**src/rtl/core/band_rms_loudness_meter_defines.svh**
```systemverilog
// Assertion helpers used by the meter's back end.
`ifndef BAND_RMS_LOUDNESS_METER_DEFINES_SVH
`define BAND_RMS_LOUDNESS_METER_DEFINES_SVH

// Same-cycle implication, sampled on clk, off while rst_n is low.
`define BLRM_ASSERT_IMP(lbl, ante, cons, msg) \
  lbl: assert property (@(posedge clk) disable iff (!rst_n) (ante) |-> (cons)) else $error(msg);

// Next-cycle implication, sampled on clk, off while rst_n is low.
`define BLRM_ASSERT_NXT(lbl, ante, cons, msg) \
  lbl: assert property (@(posedge clk) disable iff (!rst_n) (ante) |=> (cons)) else $error(msg);

`endif

```
**src/rtl/core/blrm_pkg.sv**
```systemverilog
// ----------------------------------------------------------------------------
// blrm_pkg
// Types, constants and helpers of the band RMS loudness meter.
// ----------------------------------------------------------------------------
package blrm_pkg;

  localparam int SAMPLE_W     = 24;
  localparam int ENERGY_W     = 61;
  localparam int ITEMS_W      = 14;
  localparam int SUM_W        = 51;
  localparam int FLOOR_E_W    = 48;
  localparam int DB_W         = 16;
  localparam int RATE_W       = 18;
  localparam int NBINS_W      = 13;
  localparam int CFG_W        = 48;
  localparam int BAND_W       = 3;
  localparam int EDGE2_W      = 14;
  localparam int LAST_BAND    = 7;
  localparam int LOG_FRAC     = 24;
  localparam int LOG_BIAS     = 35;
  localparam int MANT_W       = 32;
  localparam int PROD_W       = 60;
  localparam int JOB_DEPTH    = 2;
  localparam int DEF_MAX_BINS = 4096;

  localparam logic [27:0] DB_PER_LOG2 = 28'd50504453;

  localparam logic [NBINS_W-1:0]   NUM_BINS_RST     = 13'd129;
  localparam logic [RATE_W-1:0]    SAMPLE_RATE_RST  = 18'd48000;
  localparam logic [DB_W-1:0]      FLOOR_DB_RST     = 16'hA600;
  localparam logic [FLOOR_E_W-1:0] FLOOR_ENERGY_RST = 48'd4;

  typedef struct packed {
    logic signed [SAMPLE_W-1:0] left_re;
    logic signed [SAMPLE_W-1:0] left_im;
    logic signed [SAMPLE_W-1:0] right_re;
    logic signed [SAMPLE_W-1:0] right_im;
  } blrm_in_t;

  typedef struct packed {
    logic signed [DB_W-1:0] loudness_db;
    logic                   at_floor;
  } blrm_out_t;

  typedef struct packed {
    logic [ENERGY_W-1:0] energy;
    logic [ITEMS_W-1:0]  items;
    logic                last;
  } blrm_job_t;

  typedef enum logic [1:0] {
    CFG_NUM_BINS,
    CFG_SAMPLE_RATE,
    CFG_FLOOR_DB,
    CFG_FLOOR_ENERGY
  } blrm_cfg_idx_t;

  typedef enum logic [3:0] {
    ST_IDLE,
    ST_DIV,
    ST_ACC,
    ST_CHK,
    ST_NORM,
    ST_SQR,
    ST_MUL,
    ST_RND,
    ST_OUT
  } blrm_state_t;

  // Twice the upper edge of each octave band below the last, in Hz.
  function automatic logic [EDGE2_W-1:0] band_edge2(input logic [BAND_W-1:0] band);
    logic [EDGE2_W-1:0] e;
    case (band)
      3'd0:    e = 14'd180;
      3'd1:    e = 14'd360;
      3'd2:    e = 14'd720;
      3'd3:    e = 14'd1440;
      3'd4:    e = 14'd2880;
      3'd5:    e = 14'd5760;
      3'd6:    e = 14'd11520;
      default: e = '0;
    endcase
    return e;
  endfunction

endpackage

```
**src/rtl/core/blrm_job_fifo.sv**
```systemverilog
// ----------------------------------------------------------------------------
// blrm_job_fifo
// Short queue of closed bands between the front and back ends.
// ----------------------------------------------------------------------------
module blrm_job_fifo (
  input  logic                clk,
  input  logic                rst_n,
  input  logic                wr_en,
  input  blrm_pkg::blrm_job_t wr_word,
  output logic                full,
  input  logic                rd_en,
  output blrm_pkg::blrm_job_t rd_word,
  output logic                empty
);
  import blrm_pkg::*;

  localparam int PTR_W = $clog2(JOB_DEPTH);
  localparam int CNT_W = $clog2(JOB_DEPTH + 1);

  blrm_job_t        mem_r [JOB_DEPTH];
  logic [PTR_W-1:0] wr_ptr_r, rd_ptr_r;
  logic [CNT_W-1:0] count_r;
  logic             do_wr, do_rd;

  assign full    = count_r == CNT_W'(JOB_DEPTH);
  assign empty   = count_r == '0;
  assign do_wr   = wr_en && !full;
  assign do_rd   = rd_en && !empty;
  assign rd_word = mem_r[rd_ptr_r];

  always_ff @(posedge clk) begin
    if (do_wr) begin
      mem_r[wr_ptr_r] <= wr_word;
    end
  end

  always_ff @(posedge clk) begin
    if (!rst_n) begin
      wr_ptr_r <= '0;
      rd_ptr_r <= '0;
      count_r  <= '0;
    end else begin
      if (do_wr) begin
        wr_ptr_r <= wr_ptr_r + 1'b1;
      end
      if (do_rd) begin
        rd_ptr_r <= rd_ptr_r + 1'b1;
      end
      if (do_wr && !do_rd) begin
        count_r <= count_r + 1'b1;
      end else if (do_rd && !do_wr) begin
        count_r <= count_r - 1'b1;
      end
    end
  end

endmodule

```
**config.mk**
```make
export PLATFORM = sky130hd
export DESIGN_NAME = blrm_job_fifo
export DESIGN_NICKNAME = d
export VERILOG_FILES = /design/src/rtl/core/band_rms_loudness_meter_defines.svh /design/src/rtl/core/blrm_pkg.sv /design/src/rtl/core/blrm_job_fifo.sv
export SDC_FILE = /design/constraint.sdc
export NUM_CORES = 1
export LEC_CHECK = 0
export BUFFER_PORTS_ARGS = -buffer_cell sky130_fd_sc_hd__buf_4
export CAP_MARGIN = 20
export CORE_ASPECT_RATIO = 0.8
export CORE_MARGIN = 5
export CORE_UTILIZATION = 50
export DETAILED_ROUTE_END_ITERATION = 6
export GPL_TIMING_DRIVEN = 0
export MAX_ROUTING_LAYER = met4
export PLACE_DENSITY = 0.8
export SLEW_MARGIN = 30
export SYNTH_ARGS = -nofsm -noshare
export SYNTH_HDL_FRONTEND = slang
export SYNTH_SLANG_ARGS = --single-unit
```
**constraint.sdc**
```tcl
create_clock -name clk -period 4.65 [get_ports clk]
set_input_delay 0.6975 -clock clk [delete_from_list [all_inputs] [get_ports clk]]
set_output_delay 0.6975 -clock clk [all_outputs]
set_load 0.005 [all_outputs]
```
[Word-level counts from Yosys, hierarchy flattened]
Memories as Yosys holds them, arrays and structs flattened. A register that Yosys moved wholly into a read port is not among the register bits.
Index checks and enable logic that the tools add are counted.
Storage, ports and cells
  flip-flop bits (word level): 4
  memory bits (writable): 152
  word-level logic and storage cells: 25
  memories kept: 1
Cells by class
  add/subtract/negate cells: 4
  eq/ne operators: 1
  muxes and demuxes: 6
  reductions and logical operators: 10
Memory list
  mem_r: words 2, bits a word 76, rd ports 1, clocked after memory_dff 1, wr ports 1, RTL line blrm_job_fifo.sv:20  | blrm_job_t mem_r [JOB_DEPTH];
Operators by type and width (count)
  $logic_and A1 B1 Y1: 4
  $logic_not A1 Y1: 4
  $mux W1: 4
  $mux W2: 2
  $add A1 B1 Y1 const B: 2
  $add A2 B1 Y2 const B: 1
  $eq A2 B2 Y1 const B: 1
  $logic_not A2 Y1: 1
  $reduce_bool A2 Y1: 1
  $sub A2 B1 Y2 const B: 1

[Longest topological paths before layout]
  word-level depth: 7
  gate-level depth with buffers: 7
  gate-level depth less buffers: 7

[Worst setup path before layout]
OpenSTA, ideal clock, no wires.
  path type: input to register
  from: in wr_en
  to: mem mem_r[0][0] (netlist bit), enable pin
  setup time: 498 ps
  data arrival time: 3740 ps
  required time: 4152 ps
  slack: 412 ps
  stages on the path: 2
  cell sequence: inv_1 nor3_2
Between the ends
  longest elaborated chain between the ends: 3
Ends and longest elaborated chain
  start, declared: RTL line blrm_job_fifo.sv:8  | input logic wr_en,
  $logic_and A1 B1 Y1: RTL line blrm_job_fifo.sv:27  | assign do_wr = wr_en && !full;
  $mux W1: RTL line blrm_job_fifo.sv:32  | if (do_wr) begin
  $mux W1 (not written as such): RTL line blrm_job_fifo.sv:33  | mem_r[wr_ptr_r] <= wr_word;
  end, declared: RTL line blrm_job_fifo.sv:20
Every way passes these cells.

==> metrics.log <==
[metrics] synthesized area divided by synthesized cell count: 21.9 um2
[metrics] routed length per instance: 18.0 um
[metrics] highest net fanout along the worst path: 10
[metrics] top library cells by usage in the layout, fill and taps aside: 158 x sky130_fd_sc_hd__buf_4, 152 x sky130_fd_sc_hd__edfxtp_1, 40 x sky130_fd_sc_hd__mux2_1, 36 x sky130_fd_sc_hd__mux2_2, 17 x sky130_fd_sc_hd__clkbuf_16
[metrics] vias post-DR: 2998
[metrics] First-pass DRT Iterations: 4
[metrics] result of the run: complete, no violations
[metrics] Detailed Place HPWL: 7650 um
[metrics] largest net degree at the start of global routing: 46
[metrics] synth unique cells: 23
[metrics] initial standard-cell utilization of the core: 0.504
[metrics] Skew-Pair Late Insertion Delay: 410 ps
[metrics] drt drc: 0
[metrics] wire length of the first global-routing pass: 16700 um
[metrics] post-synthesis register bit count: 157
[metrics] final cell count without fillers: 605
[metrics] initial antenna violation count: 0
[metrics] Overall Power: 4.11 mW
[metrics] via count of the first global-routing pass: 3286
[metrics] Hold Violations, Final: 0
[metrics] part of the power in registers: 0.444
[metrics] Cells after Synth: 261
[metrics] data required time at the worst endpoint: 3950 ps
[metrics] end point of the critical path: rd_word[20]
[metrics] max-capacitance violation count: 0
[metrics] post_cts resized: 0
[metrics] fraction of final layout cells with drive strength greater than 1: 0.530
[metrics] num ports: 158
[metrics] fraction of the mapped netlist area in adder cells: 0.00219
[metrics] clock period minus final worst setup slack: 2400 ps
[metrics] critical register-to-register path endpoint: mem_r[0][29]
[metrics] Yosys warnings: 0
[metrics] synth-to-layout area growth: 35.3%
[metrics] number of nets produced by synthesis: 342
[metrics] cell breakdown of the critical path: buf_4, buf_6, mux2_1, buf_4
[metrics] max incr delay on CP: 370 ps
[metrics] Sw Ratio: 0.257
[metrics] internal power of the cells: 3.05 mW
[metrics] switching power: 1.06 mW
[metrics] number of placed cells counting well taps: 573
[metrics] worst hold slack: 468 ps
[metrics] final setup skew: 7.41 ps
[metrics] total wire length: 10900 um
[metrics] core utilization of the finished layout: 0.683
[metrics] xor/xnor share of the synthesized area: 0.00459
[metrics] element type at the critical path end: output pin
[metrics] timing-limited maximum frequency: 0.417 GHz
[metrics] Post-Syn Area: 5720 um2
[metrics] count of antenna diodes in the layout: 0
[metrics] number of buffer cells added on primary ports: 157
[metrics] residual overflow from global routing: 0
[metrics] Worst R2R Start: count_r[0]
[metrics] max-slew headroom at the worst pin: 0.675
[metrics] buffers from clock root to sink, at most: 2
[metrics] power per cell area: 531 nW/um2
[metrics] pin slew with the least headroom to its limit: 488 ps
[metrics] final worst-path cycle share: 0.516
[metrics] root buffer selected by CTS: sky130_fd_sc_hd__clkbuf_16
[metrics] final-report setup violation count: 0
[metrics] Row Count: 35
[metrics] setup repair after global routing missed its margin: no
[metrics] Overall Global Routing Usage: 0.168
[metrics] mean number of vias per cell: 4.96
[metrics] r2r worst-path depth: 6
[metrics] CORE AREA: 11300 um2
[metrics] clock tree from TritonCTS: done
[metrics] y dimension of the die: 106 um
[metrics] global placer's final weighted congestion: 0.735
[metrics] share of power burned in the clock network: 0.301
[metrics] area after detailed placement: 7200 um2
[metrics] most frequent standard cell in the layout excluding fill and tap cells: sky130_fd_sc_hd__buf_4
[metrics] multi-input combinational cell area: 993 um2
[metrics] number of buffers created by CTS: 17
[metrics] post-synthesis compound-gate area fraction: 0.00569
[metrics] classification of the worst-slack hold path: in2reg
[metrics] number of buffers inserted by hold repair at cts: 0
[metrics] worst IR drop on VDD: 0.355 mV
[metrics] post-synthesis simple-gate area fraction: 0.00962
[metrics] DRT antenna net count: 0
[metrics] horizontal die dimension: 130 um
[metrics] Setup Buffers After CTS: 0
[metrics] Sequential cell area: 4660 um2
[metrics] Critical Path AT: 1700 ps
[metrics] cell with the largest stage delay on the worst path: sky130_fd_sc_hd__dfxtp_1
[metrics] Gate power share: 0.255
[metrics] cell area after layout: 7740 um2
[metrics] Clk pin slew, worst setup/hold paths: 60 ps
[metrics] Post-synth EDFFs: 152
[metrics] DIE AREA: 13700 um2
[metrics] total of fill cells in the finished design: 752
[metrics] combinational family with the most area after synthesis: multiplexers
[metrics] Clock Sink Count: 157
[metrics] 1st-iter DRT viols: 180
[metrics] setup slack of the worst register-to-register path: 2690 ps
[metrics] Async SR Flop Fraction: 0
[metrics] fraction of synthesized area in multiplexers: 0.150
[metrics] CP Launch Type: register
[metrics] Clock H-tree levels: 4
[metrics] number of slew-limit violations in the final report: 0
[metrics] main flop type after synthesis: sky130_fd_sc_hd__edfxtp_1
[metrics] Critical Setup Path Class: reg2out
[metrics] proportion of synthesized chip area in sequential cells: 0.815
[metrics] final net count: 525
[metrics] Static Leakage: 2.92 nW
[metrics] most frequent cell on the critical path: sky130_fd_sc_hd__buf_4
-- routing by layer --
metal  share of wire  up-vias  GRT usage  wire (um)
met5               0        -          -          0
met4           0.014        0     0.0564        150
met3           0.087       14     0.0547        946
met2            0.48      128      0.259       5240
met1            0.42     1460      0.211       4530
li1                -     1396          -          -
-- cell usage after synthesis, types with 2 or more instances --
cell type,count,area share
sky130_fd_sc_hd__buf_2,3,0.0026
sky130_fd_sc_hd__buf_6,4,0.0079
sky130_fd_sc_hd__mux2_2,36,0.071
sky130_fd_sc_hd__nor2_1,2,0.0013
sky130_fd_sc_hd__xnor2_1,2,0.0031
sky130_fd_sc_hd__mux2_1,40,0.079
sky130_fd_sc_hd__and2_1,3,0.0033
sky130_fd_sc_hd__dfxtp_1,5,0.017
sky130_fd_sc_hd__edfxtp_1,152,0.80
-- power by group through the flow --
stage / sequential [mW] / combinational [mW] / clock [mW]
2_1_floorplan: 1.86 / 0.501 / 0
3_5_place_dp: 1.86 / 1.06 / 0
5_1_grt: 1.84 / 1.13 / 1.34
6_report: 1.83 / 1.05 / 1.23
3_3_place_gp: 1.87 / 0.994 / 0
4_1_cts: 1.83 / 1.07 / 1.26
-- stage by stage --
step                      TNS (ps)  setup WS, ps
after floorplan                  0           412
after global placement      -97700         -1270
after detailed placement         0          2450
after CTS                        0          2200
after global routing             0          2140
final                            0          2250
-- critical path: cells and delay by family, from the launching register on --
family	cells	cell delay, ps
buffers and inverters	3	560
flip-flops	1	370
multiplexers	1	350
-- sequential cells by signal (all words and copies together), names as in the netlist, named ones only --
register / flops
mem_r: 152
wr_ptr_r: 1
rd_ptr_r: 1
count_r: 2
-- cell families after synthesis --
kind of cell / count (synthesis)
and+or+nand+nor: 9
xor gates and xnor gates: 3
buffers and inverters: 10
adders and majority gates: 1
muxes: 76
DFF: 157
AOI/OAI and AO/OA: 5
-- worst min path at each step --
stage	from	to	slack [ps]	depth (start not counted)
3_5_place_dp	count_r[1]	count_r[1]	550	2
4_1_cts	wr_word[33]	mem_r[0][33]	450	1
5_1_grt	wr_word[34]	mem_r[0][34]	440	1
6_report	wr_word[50]	mem_r[1][50]	470	1
3_3_place_gp	count_r[1]	count_r[1]	500	2
2_1_floorplan	count_r[1]	count_r[1]	480	2
-- cell type report --
| cell class | instances | share of cell area |
|---|---|---|
| Clock buffer | 17 | 0.0550 |
| Tap cell | 148 | 0.0239 |
| Clock inverter | 15 | 0.0145 |
| Timing Repair Buffer | 164 | 0.166 |
| Sequential cell | 157 | 0.603 |
| Multi-Input combinational cell | 94 | 0.128 |
| Buffer | 8 | 0.00873 |
| Inverter | 2 | 0.000970 |
No activity file was read; power rests on OpenSTA's default activity.
