==> src/rtl/core/band_rms_loudness_meter_defines.svh <==
// Assertion helpers used by the meter's back end.
`ifndef BAND_RMS_LOUDNESS_METER_DEFINES_SVH
`define BAND_RMS_LOUDNESS_METER_DEFINES_SVH

// Same-cycle implication, sampled on clk, off while rst_n is low.
`define BLRM_ASSERT_IMP(lbl, ante, cons, msg) \
  lbl: assert property (@(posedge clk) disable iff (!rst_n) (ante) |-> (cons)) else $error(msg);

// Next-cycle implication, sampled on clk, off while rst_n is low.
`define BLRM_ASSERT_NXT(lbl, ante, cons, msg) \
  lbl: assert property (@(posedge clk) disable iff (!rst_n) (ante) |=> (cons)) else $error(msg);

`endif

==> src/rtl/core/blrm_pkg.sv <==
// ----------------------------------------------------------------------------
// blrm_pkg
// Types, constants and helpers of the band RMS loudness meter.
// ----------------------------------------------------------------------------
package blrm_pkg;

  localparam int SAMPLE_W     = 24;
  localparam int ENERGY_W     = 61;
  localparam int ITEMS_W      = 14;
  localparam int SUM_W        = 51;
  localparam int FLOOR_E_W    = 48;
  localparam int DB_W         = 16;
  localparam int RATE_W       = 18;
  localparam int NBINS_W      = 13;
  localparam int CFG_W        = 48;
  localparam int BAND_W       = 3;
  localparam int EDGE2_W      = 14;
  localparam int LAST_BAND    = 7;
  localparam int LOG_FRAC     = 24;
  localparam int LOG_BIAS     = 35;
  localparam int MANT_W       = 32;
  localparam int PROD_W       = 60;
  localparam int JOB_DEPTH    = 2;
  localparam int DEF_MAX_BINS = 4096;

  localparam logic [27:0] DB_PER_LOG2 = 28'd50504453;

  localparam logic [NBINS_W-1:0]   NUM_BINS_RST     = 13'd129;
  localparam logic [RATE_W-1:0]    SAMPLE_RATE_RST  = 18'd48000;
  localparam logic [DB_W-1:0]      FLOOR_DB_RST     = 16'hA600;
  localparam logic [FLOOR_E_W-1:0] FLOOR_ENERGY_RST = 48'd4;

  typedef struct packed {
    logic signed [SAMPLE_W-1:0] left_re;
    logic signed [SAMPLE_W-1:0] left_im;
    logic signed [SAMPLE_W-1:0] right_re;
    logic signed [SAMPLE_W-1:0] right_im;
  } blrm_in_t;

  typedef struct packed {
    logic signed [DB_W-1:0] loudness_db;
    logic                   at_floor;
  } blrm_out_t;

  typedef struct packed {
    logic [ENERGY_W-1:0] energy;
    logic [ITEMS_W-1:0]  items;
    logic                last;
  } blrm_job_t;

  typedef enum logic [1:0] {
    CFG_NUM_BINS,
    CFG_SAMPLE_RATE,
    CFG_FLOOR_DB,
    CFG_FLOOR_ENERGY
  } blrm_cfg_idx_t;

  typedef enum logic [3:0] {
    ST_IDLE,
    ST_DIV,
    ST_ACC,
    ST_CHK,
    ST_NORM,
    ST_SQR,
    ST_MUL,
    ST_RND,
    ST_OUT
  } blrm_state_t;

  // Twice the upper edge of each octave band below the last, in Hz.
  function automatic logic [EDGE2_W-1:0] band_edge2(input logic [BAND_W-1:0] band);
    logic [EDGE2_W-1:0] e;
    case (band)
      3'd0:    e = 14'd180;
      3'd1:    e = 14'd360;
      3'd2:    e = 14'd720;
      3'd3:    e = 14'd1440;
      3'd4:    e = 14'd2880;
      3'd5:    e = 14'd5760;
      3'd6:    e = 14'd11520;
      default: e = '0;
    endcase
    return e;
  endfunction

endpackage

==> src/rtl/core/blrm_back.sv <==
// ----------------------------------------------------------------------------
// blrm_back
// Divides band energy by count, sums band means and converts to dB, or reports the floor.
// ----------------------------------------------------------------------------
`include "band_rms_loudness_meter_defines.svh"

module blrm_back (
  input  logic                            clk,
  input  logic                            rst_n,
  input  logic [blrm_pkg::DB_W-1:0]       floor_db,
  input  logic [blrm_pkg::FLOOR_E_W-1:0]  floor_energy,
  input  logic                            job_empty,
  input  blrm_pkg::blrm_job_t             job_word,
  output logic                            job_pop,
  output logic                            empty,
  input  logic                            pop,
  output blrm_pkg::blrm_out_t             out_word
);
  import blrm_pkg::*;

  localparam int CNT_W = $clog2(ENERGY_W);
  localparam int MSB_W = $clog2(SUM_W);

  blrm_state_t         state_r, state_nxt;
  logic [ENERGY_W-1:0] num_r, num_nxt;
  logic [ENERGY_W-1:0] quo_r, quo_nxt;
  logic [ITEMS_W-1:0]  den_r, den_nxt;
  logic [ITEMS_W-1:0]  rem_r, rem_nxt;
  logic [CNT_W-1:0]    cnt_r, cnt_nxt;
  logic [SUM_W-1:0]    sum_r, sum_nxt;
  logic                last_r, last_nxt;
  logic [MSB_W-1:0]    msb_r, msb_nxt;
  logic [MANT_W-1:0]   m_r, m_nxt;
  logic [LOG_FRAC-1:0] frac_r, frac_nxt;
  logic signed [PROD_W-1:0] prod_r, prod_nxt;
  blrm_out_t           res_r, res_nxt;
  blrm_out_t           out_r, out_nxt;
  logic                out_valid_r, out_valid_nxt;

  logic [ITEMS_W:0]    trial;
  logic                trial_ge;
  logic                at_floor;
  logic [2*MANT_W-1:0] sq;
  logic [MANT_W:0]     sq_sh;
  logic signed [31:0]  lg;
  logic signed [PROD_W-1:0] rnd;
  logic signed [19:0]  db_wide;

  assign trial    = {rem_r, num_r[ENERGY_W-1]};
  assign trial_ge = trial >= {1'b0, den_r};
  assign at_floor = sum_r <= {floor_energy, 3'b000};
  assign sq       = 64'(m_r) * 64'(m_r);
  assign sq_sh    = sq[2*MANT_W-1:MANT_W-1];
  assign lg       = ((32'($signed({1'b0, msb_r})) - 32'sd35) <<< LOG_FRAC)
                  + $signed({8'b0, frac_r});
  assign rnd      = prod_r + (PROD_W'(1) <<< 39);
  assign db_wide  = rnd[PROD_W-1:40];

  // Next state.
  always_comb begin
    state_nxt = state_r;
    unique case (state_r)
      ST_IDLE: begin
        if (!job_empty) begin
          state_nxt = (job_word.items == '0) ? ST_ACC : ST_DIV;
        end
      end
      ST_DIV:  if (cnt_r == '0) state_nxt = ST_ACC;
      ST_ACC:  state_nxt = last_r ? ST_CHK : ST_IDLE;
      ST_CHK:  state_nxt = at_floor ? ST_OUT : ST_NORM;
      ST_NORM: if (sum_r[SUM_W-1]) state_nxt = ST_SQR;
      ST_SQR:  if (cnt_r == CNT_W'(LOG_FRAC - 1)) state_nxt = ST_MUL;
      ST_MUL:  state_nxt = ST_RND;
      ST_RND:  state_nxt = ST_OUT;
      ST_OUT:  if (!out_valid_r) state_nxt = ST_IDLE;
      default: state_nxt = ST_IDLE;
    endcase
  end

  // Datapath and handshakes.
  always_comb begin
    num_nxt       = num_r;
    quo_nxt       = quo_r;
    den_nxt       = den_r;
    rem_nxt       = rem_r;
    cnt_nxt       = cnt_r;
    sum_nxt       = sum_r;
    last_nxt      = last_r;
    msb_nxt       = msb_r;
    m_nxt         = m_r;
    frac_nxt      = frac_r;
    prod_nxt      = prod_r;
    res_nxt       = res_r;
    out_nxt       = out_r;
    out_valid_nxt = out_valid_r && !pop;
    job_pop       = 1'b0;
    unique case (state_r)
      ST_IDLE: begin
        if (!job_empty) begin
          job_pop  = 1'b1;
          num_nxt  = job_word.energy;
          den_nxt  = job_word.items;
          last_nxt = job_word.last;
          rem_nxt  = '0;
          quo_nxt  = '0;
          cnt_nxt  = CNT_W'(ENERGY_W - 1);
        end
      end
      ST_DIV: begin
        rem_nxt = trial_ge ? ITEMS_W'(trial - {1'b0, den_r}) : trial[ITEMS_W-1:0];
        quo_nxt = {quo_r[ENERGY_W-2:0], trial_ge};
        num_nxt = {num_r[ENERGY_W-2:0], 1'b0};
        cnt_nxt = cnt_r - 1'b1;
      end
      ST_ACC: begin
        sum_nxt = sum_r + quo_r[SUM_W-1:0];
        msb_nxt = MSB_W'(SUM_W - 1);
      end
      ST_CHK: begin
        res_nxt.loudness_db = floor_db;
        res_nxt.at_floor    = at_floor;
      end
      ST_NORM: begin
        if (sum_r[SUM_W-1]) begin
          m_nxt    = sum_r[SUM_W-1:SUM_W-MANT_W];
          frac_nxt = '0;
          cnt_nxt  = '0;
        end else begin
          sum_nxt = {sum_r[SUM_W-2:0], 1'b0};
          msb_nxt = msb_r - 1'b1;
        end
      end
      ST_SQR: begin
        // Square, keep Q1.31, take one fraction bit.
        if (sq_sh[MANT_W]) begin
          m_nxt    = sq_sh[MANT_W:1];
          frac_nxt = {frac_r[LOG_FRAC-2:0], 1'b1};
        end else begin
          m_nxt    = sq_sh[MANT_W-1:0];
          frac_nxt = {frac_r[LOG_FRAC-2:0], 1'b0};
        end
        cnt_nxt = cnt_r + 1'b1;
      end
      ST_MUL: begin
        prod_nxt = PROD_W'(lg) * $signed({1'b0, DB_PER_LOG2});
      end
      ST_RND: begin
        res_nxt.at_floor = 1'b0;
        if (db_wide > 20'sd32767) begin
          res_nxt.loudness_db = 16'sh7FFF;
        end else if (db_wide < -20'sd32768) begin
          res_nxt.loudness_db = 16'sh8000;
        end else begin
          res_nxt.loudness_db = db_wide[DB_W-1:0];
        end
      end
      ST_OUT: begin
        if (!out_valid_r) begin
          out_nxt       = res_r;
          out_valid_nxt = 1'b1;
          sum_nxt       = '0;
        end
      end
      default: ;
    endcase
  end

  always_ff @(posedge clk) begin
    num_r  <= num_nxt;
    quo_r  <= quo_nxt;
    den_r  <= den_nxt;
    rem_r  <= rem_nxt;
    cnt_r  <= cnt_nxt;
    last_r <= last_nxt;
    msb_r  <= msb_nxt;
    m_r    <= m_nxt;
    frac_r <= frac_nxt;
    prod_r <= prod_nxt;
    res_r  <= res_nxt;
    out_r  <= out_nxt;
  end

  always_ff @(posedge clk) begin
    if (!rst_n) begin
      state_r     <= ST_IDLE;
      sum_r       <= '0;
      out_valid_r <= 1'b0;
    end else begin
      state_r     <= state_nxt;
      sum_r       <= sum_nxt;
      out_valid_r <= out_valid_nxt;
    end
  end

  assign empty    = !out_valid_r;
  assign out_word = out_r;

  `BLRM_ASSERT_IMP(a_pop_only_idle, job_pop, state_r == ST_IDLE, "band taken while busy")
  `BLRM_ASSERT_IMP(a_norm_nonzero, state_r == ST_NORM, sum_r != '0, "normalising a zero sum")
  `BLRM_ASSERT_IMP(a_mant_norm, state_r == ST_SQR, m_r[MANT_W-1], "mantissa lost its top bit")
  `BLRM_ASSERT_NXT(a_div_exit, state_r == ST_DIV, state_r == ST_DIV || state_r == ST_ACC, "divide left early")

endmodule

==> config.mk <==
export PLATFORM = sky130hd
export DESIGN_NAME = blrm_back
export DESIGN_NICKNAME = d
export VERILOG_FILES = /design/src/rtl/core/blrm_pkg.sv /design/src/rtl/core/blrm_back.sv
export VERILOG_INCLUDE_DIRS = /design/src /design/src/rtl/core
export SDC_FILE = /design/constraint.sdc
export NUM_CORES = 2
export LEC_CHECK = 0
export ABC_CLOCK_PERIOD_IN_PS = 9080
export BUFFER_PORTS_ARGS = -buffer_cell sky130_fd_sc_hd__buf_2
export CAP_MARGIN = 40
export CELL_PAD_IN_SITES_DETAIL_PLACEMENT = 1
export CELL_PAD_IN_SITES_GLOBAL_PLACEMENT = 1
export CORE_ASPECT_RATIO = 0.5
export CORE_MARGIN = 2
export CORE_UTILIZATION = 52
export DETAILED_ROUTE_END_ITERATION = 8
export PLACE_DENSITY = 0.83
export SLEW_MARGIN = 40
export SYNTH_ARGS = -nofsm -noshare
export SYNTH_HDL_FRONTEND = slang
export SYNTH_SLANG_ARGS = --single-unit
export TNS_END_PERCENT = 1
==> constraint.sdc <==
create_clock -name clk -period 9.08 [get_ports clk]
set_input_delay 1.816 -clock clk [delete_from_list [all_inputs] [get_ports clk]]
set_output_delay 1.816 -clock clk [all_outputs]
set_load 0.03 [all_outputs]
After elaboration in Yosys (flattened, before gate mapping). Cells that the tools add are included.

Input port bits: 144. Register bits after elaboration: 359. Output and inout bits: 19.

Mux-type cells: 37. Multiply operators: 2. Bitwise logic cells: 2. Add/subtract/negate cells: 8. Reduce and logical (&&, ||, !) cells: 21. Equal/unequal tests: 15. Magnitude comparators: 4.

Operators with widths (number): $mux W51 (3); $pmux W51 S3 (1); $pmux W61 S2 (1); $pmux W51 S2 (1); $mul A32 B32 Y64 (1); $mux W32 (2); $pmux W32 S2 (1); $mux W61 (1); $add A60 B41 Y60 const B (1); $mul A32 B27 Y59 const B (1); $add A51 B51 Y51 (1); $le A51 B51 Y1 (1); $pmux W24 S2 (1); $pmux W4 S9 (1); $pmux W17 S2 (1); $add A31 B25 Y32 (1); $mux W16 (2); $mux W14 (2); $pmux W14 S2 (1); $mux W24 (1); $mux W4 (6); $pmux W6 S4 (1); $gt A20 B16 Y1 const B (1); $lt A20 B16 Y1 const B (1); other kinds (27) (55).

Depth between registers and ports, before layout.
Word-level depth: 5. Depth in mapped cells: 31. Gate-level depth less buffers: 28.

Worst setup path after synthesis. OpenSTA, ideal clock, no wires.

Path kind: register to register. From: reg msb_r[2]. To: reg prod_r[58] (data pin). Cell stages (with the launch flop): 26. Clock period less this slack: 7.950 ns. Buffers on the path: 2. Library setup time: 0.314 ns. Data required time: 8.766 ns. Arrival: 7.636 ns. Slack: 1.130 ns. Cell sequence: edfxtp_1 -> clkbuf_1 -> or3_1 -> o21ai_1 -> clkbuf_1 -> inv_1 -> fa_1 -> inv_1 -> ha_1 -> fa_1 -> fa_1 -> inv_1 -> fa_1 -> inv_1 -> fa_1 -> ha_1 -> a21o_1 -> a21o_1 -> o21ai_0 -> nand2b_1 -> a21oi_1 -> and3b_1 -> a21o_1 -> o21ai_0 -> o31ai_1 -> xnor2_1.

Cells in the longest elaborated chain, start to end: 3.

RTL lines: start: declaration (RTL line blrm_back.sv:32) `logic [MSB_W-1:0] msb_r, msb_nxt;`; start signal: assignment (RTL line blrm_back.sv:175) `msb_r <= msb_nxt;`; $sub A6 B6 Y7 (RTL line blrm_back.sv:54) `assign lg = ((32'($signed({1'b0, msb_r})) - 32'sd35) <<< LOG_FRAC)`; $add A31 B25 Y32 (RTL line blrm_back.sv:55) `+ $signed({8'b0, frac_r});`; $mul A32 B27 Y59 (RTL line blrm_back.sv:145) `prod_nxt = PROD_W'(lg) * $signed({1'b0, DB_PER_LOG2});`; end signal: assignment (RTL line blrm_back.sv:178) `prod_r <= prod_nxt;`; end: declaration (RTL line blrm_back.sv:35) `logic signed [PROD_W-1:0] prod_r, prod_nxt;`.

Every way passes these cells. A chain may end at the register's enable or synchronous reset.

Worst setup path in the final report.
From: reg m_r[25]. To: reg m_r[29] (data pin).

Cells in the longest elaborated chain, start to end: 3.

RTL lines: start: declaration (RTL line blrm_back.sv:33) `logic [MANT_W-1:0] m_r, m_nxt;`; start signal: assignment (RTL line blrm_back.sv:176) `m_r <= m_nxt;`; $mul A32 B32 Y64 (RTL line blrm_back.sv:52) `assign sq = 64'(m_r) * 64'(m_r);`; $mux W32 (RTL line blrm_back.sv:135) `if (sq_sh[MANT_W]) begin`; $pmux W32 S2 (RTL line blrm_back.sv:97) `unique case (state_r)`; named net m_nxt[29] (RTL line blrm_back.sv:33).

The timed path passes the listed nets, and every way through them passes these cells.

==> results.ini <==
[clock_tree]
cts.sinks = 319
cts_tree = done
cts-root-buf = clkbuf_16
path_clk_slew_ns = 0.06
clockBufferDepth = 3
htreeDepth = 2
ctsHoldBuffers = 0
clkLatencyLatePin_ns = 0.59
cts_inserted_buffers = 37

[pwr]
p_per_area_mw_per_mm2 = 164
power_frac_comb_pct = 62.3
p_total_uw = 10300
vdd_ir_drop_max_uv = 199
power_frac_seq_pct = 21.9
switching_share_pct = 47.0
p_leak_uw = 0.0328
p_clk_share_pct = 15.8
p_int_uw = 5470
p_sw_uw = 4850

[placement]
place_ws_ns = 0.111
io_buffers = 162
dp.cells = 7689
place.gp.congestion = 0.969
hpwl_um = 151000

[synthesis]
synthArstFlopShare_pct = 0
ys_types = 83
ys_top_cells_by_count = 1452 x inv_1, 998 x fa_1, 737 x ha_1, 603 x nand2_1, 302 x and2_1
synthesis.area_mm2 = 0.0584
synth.ff_latch_count = 319
synth-edff-count = 263
yosysWarnings = 0
synth_area_leaders = fa_1 34%, ha_1 16%, edfxtp_1 14%
yosysTopAreaCell = fa_1
synth.most_common_cell = inv_1
ys_seq_area_share_pct = 15.4
postSynthAreaPerCell_um2 = 9.54
synth_nets = 7998
syn_inst = 6119
synth.top_cell.area_share_pct = 34.2
synth_ff_type = edfxtp_1

[routing]
num_vias = 44400
ant_nets = 0
drcViolationCount = 0
drtPass1Iterations = 5
first_iter_violations = 2703
post_drt_wl_per_cell_um = 23.4
wl_um = 182000
viasPerCell = 5.71

[worst_setup_path]
crit_chain = and2_1 -> ha_1 -> a31o_2 -> fa_1 -> inv_1 -> fa_1 -> fa_1 -> inv_1 -> fa_1 -> fa_1 -> fa_1 -> fa_1 -> ha_1 -> nand3_1 -> nor4_1 -> inv_1 -> a31oi_1 -> o2111ai_1 -> buf_4 -> a211o_1 -> nand4_1 -> a21oi_1 -> mux2i_1 -> a211o_1
critical_path_buf_inv_count = 4
cp_slowest_cell = edfxtp_1
required_ns = 9.39
critPathCaptureType = flop
worstSetupStartpointType = flop
crit_type = flop to flop
startpoint = m_r[25]
arrival_ns = 9.22
max_stage_delay_ns = 0.93
cp_common_cell = fa_1
timing.rr.start = m_r[25]
path_max_fanout = 8
critPathTopFamily = adder cells

[die]
start_util_pct = 52.7
std_cell_rows = 86
ios = 163
die_area_mm2 = 0.115
die_x_um = 478
core-area_mm2 = 0.111
die_h_um = 241

[timing]
hold_viol = 0
setup_viol = 0
final-max-slew-violation-count = 0
worst_slew_pin_slew_ns = 0.912
maxSlewHeadroom_pct = 39.2
finalCritPeriodShare_pct = 98.1
whs_ns = 0.417
fmax_mhz = 112
setup_ws_ns = 0.177
fin_skew_ns = 0.0284
min_period_ns = 8.90

[grt]
grt_max_degree = 108
grt_use_met2_pct = 58.0
top_usage_layer = met2
grt_overflow_total = 0
met1_usage_pct = 38.8
grt_pass1_vias = 51600
grt_pass1_wl_um = 288000
antenna_found_initial = 6
grt.total_usage_pct = 32.3
grt_util_met3_pct = 4.44

[job]
drv_cap = 0

[final_layout]
fin_cells = 7782
fin_nets = 8133
syn2layout_area_growth_pct = 7.63
drive_gt1_share_pct = 6.65

[status]
outcome = complete, no violations

[worst_hold_path]
min-delay-start = res_r[8]
hold_path.class = flop to flop

==> final timing paths <==
kind	cells after the start	end	slack [ns]
hold reg to reg	0	out_word[8]	0.42
setup / recovery	24	m_r[29]	0.18
setup reg to reg	24	m_r[29]	0.18
hold / removal	0	out_word[8]	0.42
==> power groups by stage <==
stage | Clock (µW) | Sequential, µW | Combinational (µW)
floorplan | 0 | 2210 | 4390
global placement | 0 | 2270 | 5900
detailed placement | 0 | 2280 | 6240
CTS | 1650 | 2260 | 6360
global route | 1700 | 2290 | 7080
finish | 1630 | 2260 | 6430
==> per-stage QoR <==
| stage | utilization (%) | setup TNS (ns) | instance area, µm² |
|---|---|---|---|
| final | 56.8 | 0 | 62800 |
| after global routing | 56.7 | -0.0104 | 62800 |
| after CTS | 56.5 | 0 | 62600 |
| after detailed placement | 55.4 | 0 | 61300 |
| after global placement | 55.3 | 0 | 61200 |
| after floorplan | - | 0 | 58400 |
==> flip-flops by register name, indices dropped and copies added, names as in the netlist <==
| register | flops |
|---|---|
| cnt_r | 6 |
| den_r | 14 |
| frac_r | 24 |
| last_r | 1 |
| m_r | 32 |
| msb_r | 6 |
| num_r | 61 |
| out_valid_r | 1 |
| out_word | 17 |
| prod_r | 20 |
| quo_r | 51 |
| rem_r | 14 |
| res_r | 17 |
| state_r | 4 |
| sum_r | 51 |
==> what timing repair did <==
item / 4_1_cts / 5_1_grt
setup endpoints to repair: 0 / 32
resized for setup: 0 / 5
buffers inserted: 0 / 20
==> layout make-up <==
| class | instances | area (µm²) |
|---|---|---|
| Fill cell | 12600 | 47900 |
| Multi-Input combinational cell | 4139 | 43200 |
| Sequential cell | 319 | 9020 |
| Inverter | 1454 | 5460 |
| Timing Repair Buffer | 303 | 2010 |
| Tap cell | 1496 | 1870 |
| Clock buffer | 56 | 1090 |
| Clock inverter | 12 | 186 |
| Antenna cell | 3 | 7.51 |
==> cells by family (layout without fill, tap and decap cells) <==
logic type | count (synthesis) | after routing | synth area share (%)
AOI/OAI and AO/OA | 779 | 779 | 8.80
and+or+nand+nor | 1404 | 1404 | 11.6
xor gates and xnor gates | 171 | 171 | 2.57
muxes | 50 | 50 | 0.868
other | 0 | 3 | 0
DFF | 319 | 319 | 15.4
adders and majority gates | 1735 | 1735 | 50.0
buffers and inverters | 1661 | 1825 | 10.7
==> metal layers <==
metal / vias to the layer above / wire length [µm]
li1: 19500 / -
met5: - / 35
met1: 22900 / 70900
met2: 1445 / 92300
met4: 6 / 8740
met3: 505 / 10000
==> cells in the final DEF (no fill, tap or decap), types with 19 or more instances in the layout <==
| master | n |
|---|---|
| o21bai_1 | 26 |
| and3_1 | 30 |
| nor2b_1 | 26 |
| xor2_1 | 74 |
| nand2b_1 | 19 |
| xnor2_1 | 97 |
| buf_2 | 162 |
| nand3_1 | 51 |
| buf_4 | 124 |
| a221oi_1 | 32 |
| nand2_1 | 602 |
| a31oi_1 | 20 |
| mux2i_1 | 45 |
| inv_1 | 1452 |
| a21o_1 | 141 |
| nor2_1 | 186 |
| fa_1 | 998 |
| and2_1 | 301 |
| nand4_1 | 58 |
| o21ai_0 | 157 |
| a21oi_1 | 208 |
| ha_1 | 737 |
| edfxtp_1 | 263 |
| nor3_1 | 32 |
| dfxtp_1 | 56 |
| clkbuf_16 | 38 |
| nor3b_1 | 21 |
Power figures use the tool's default switching activity.
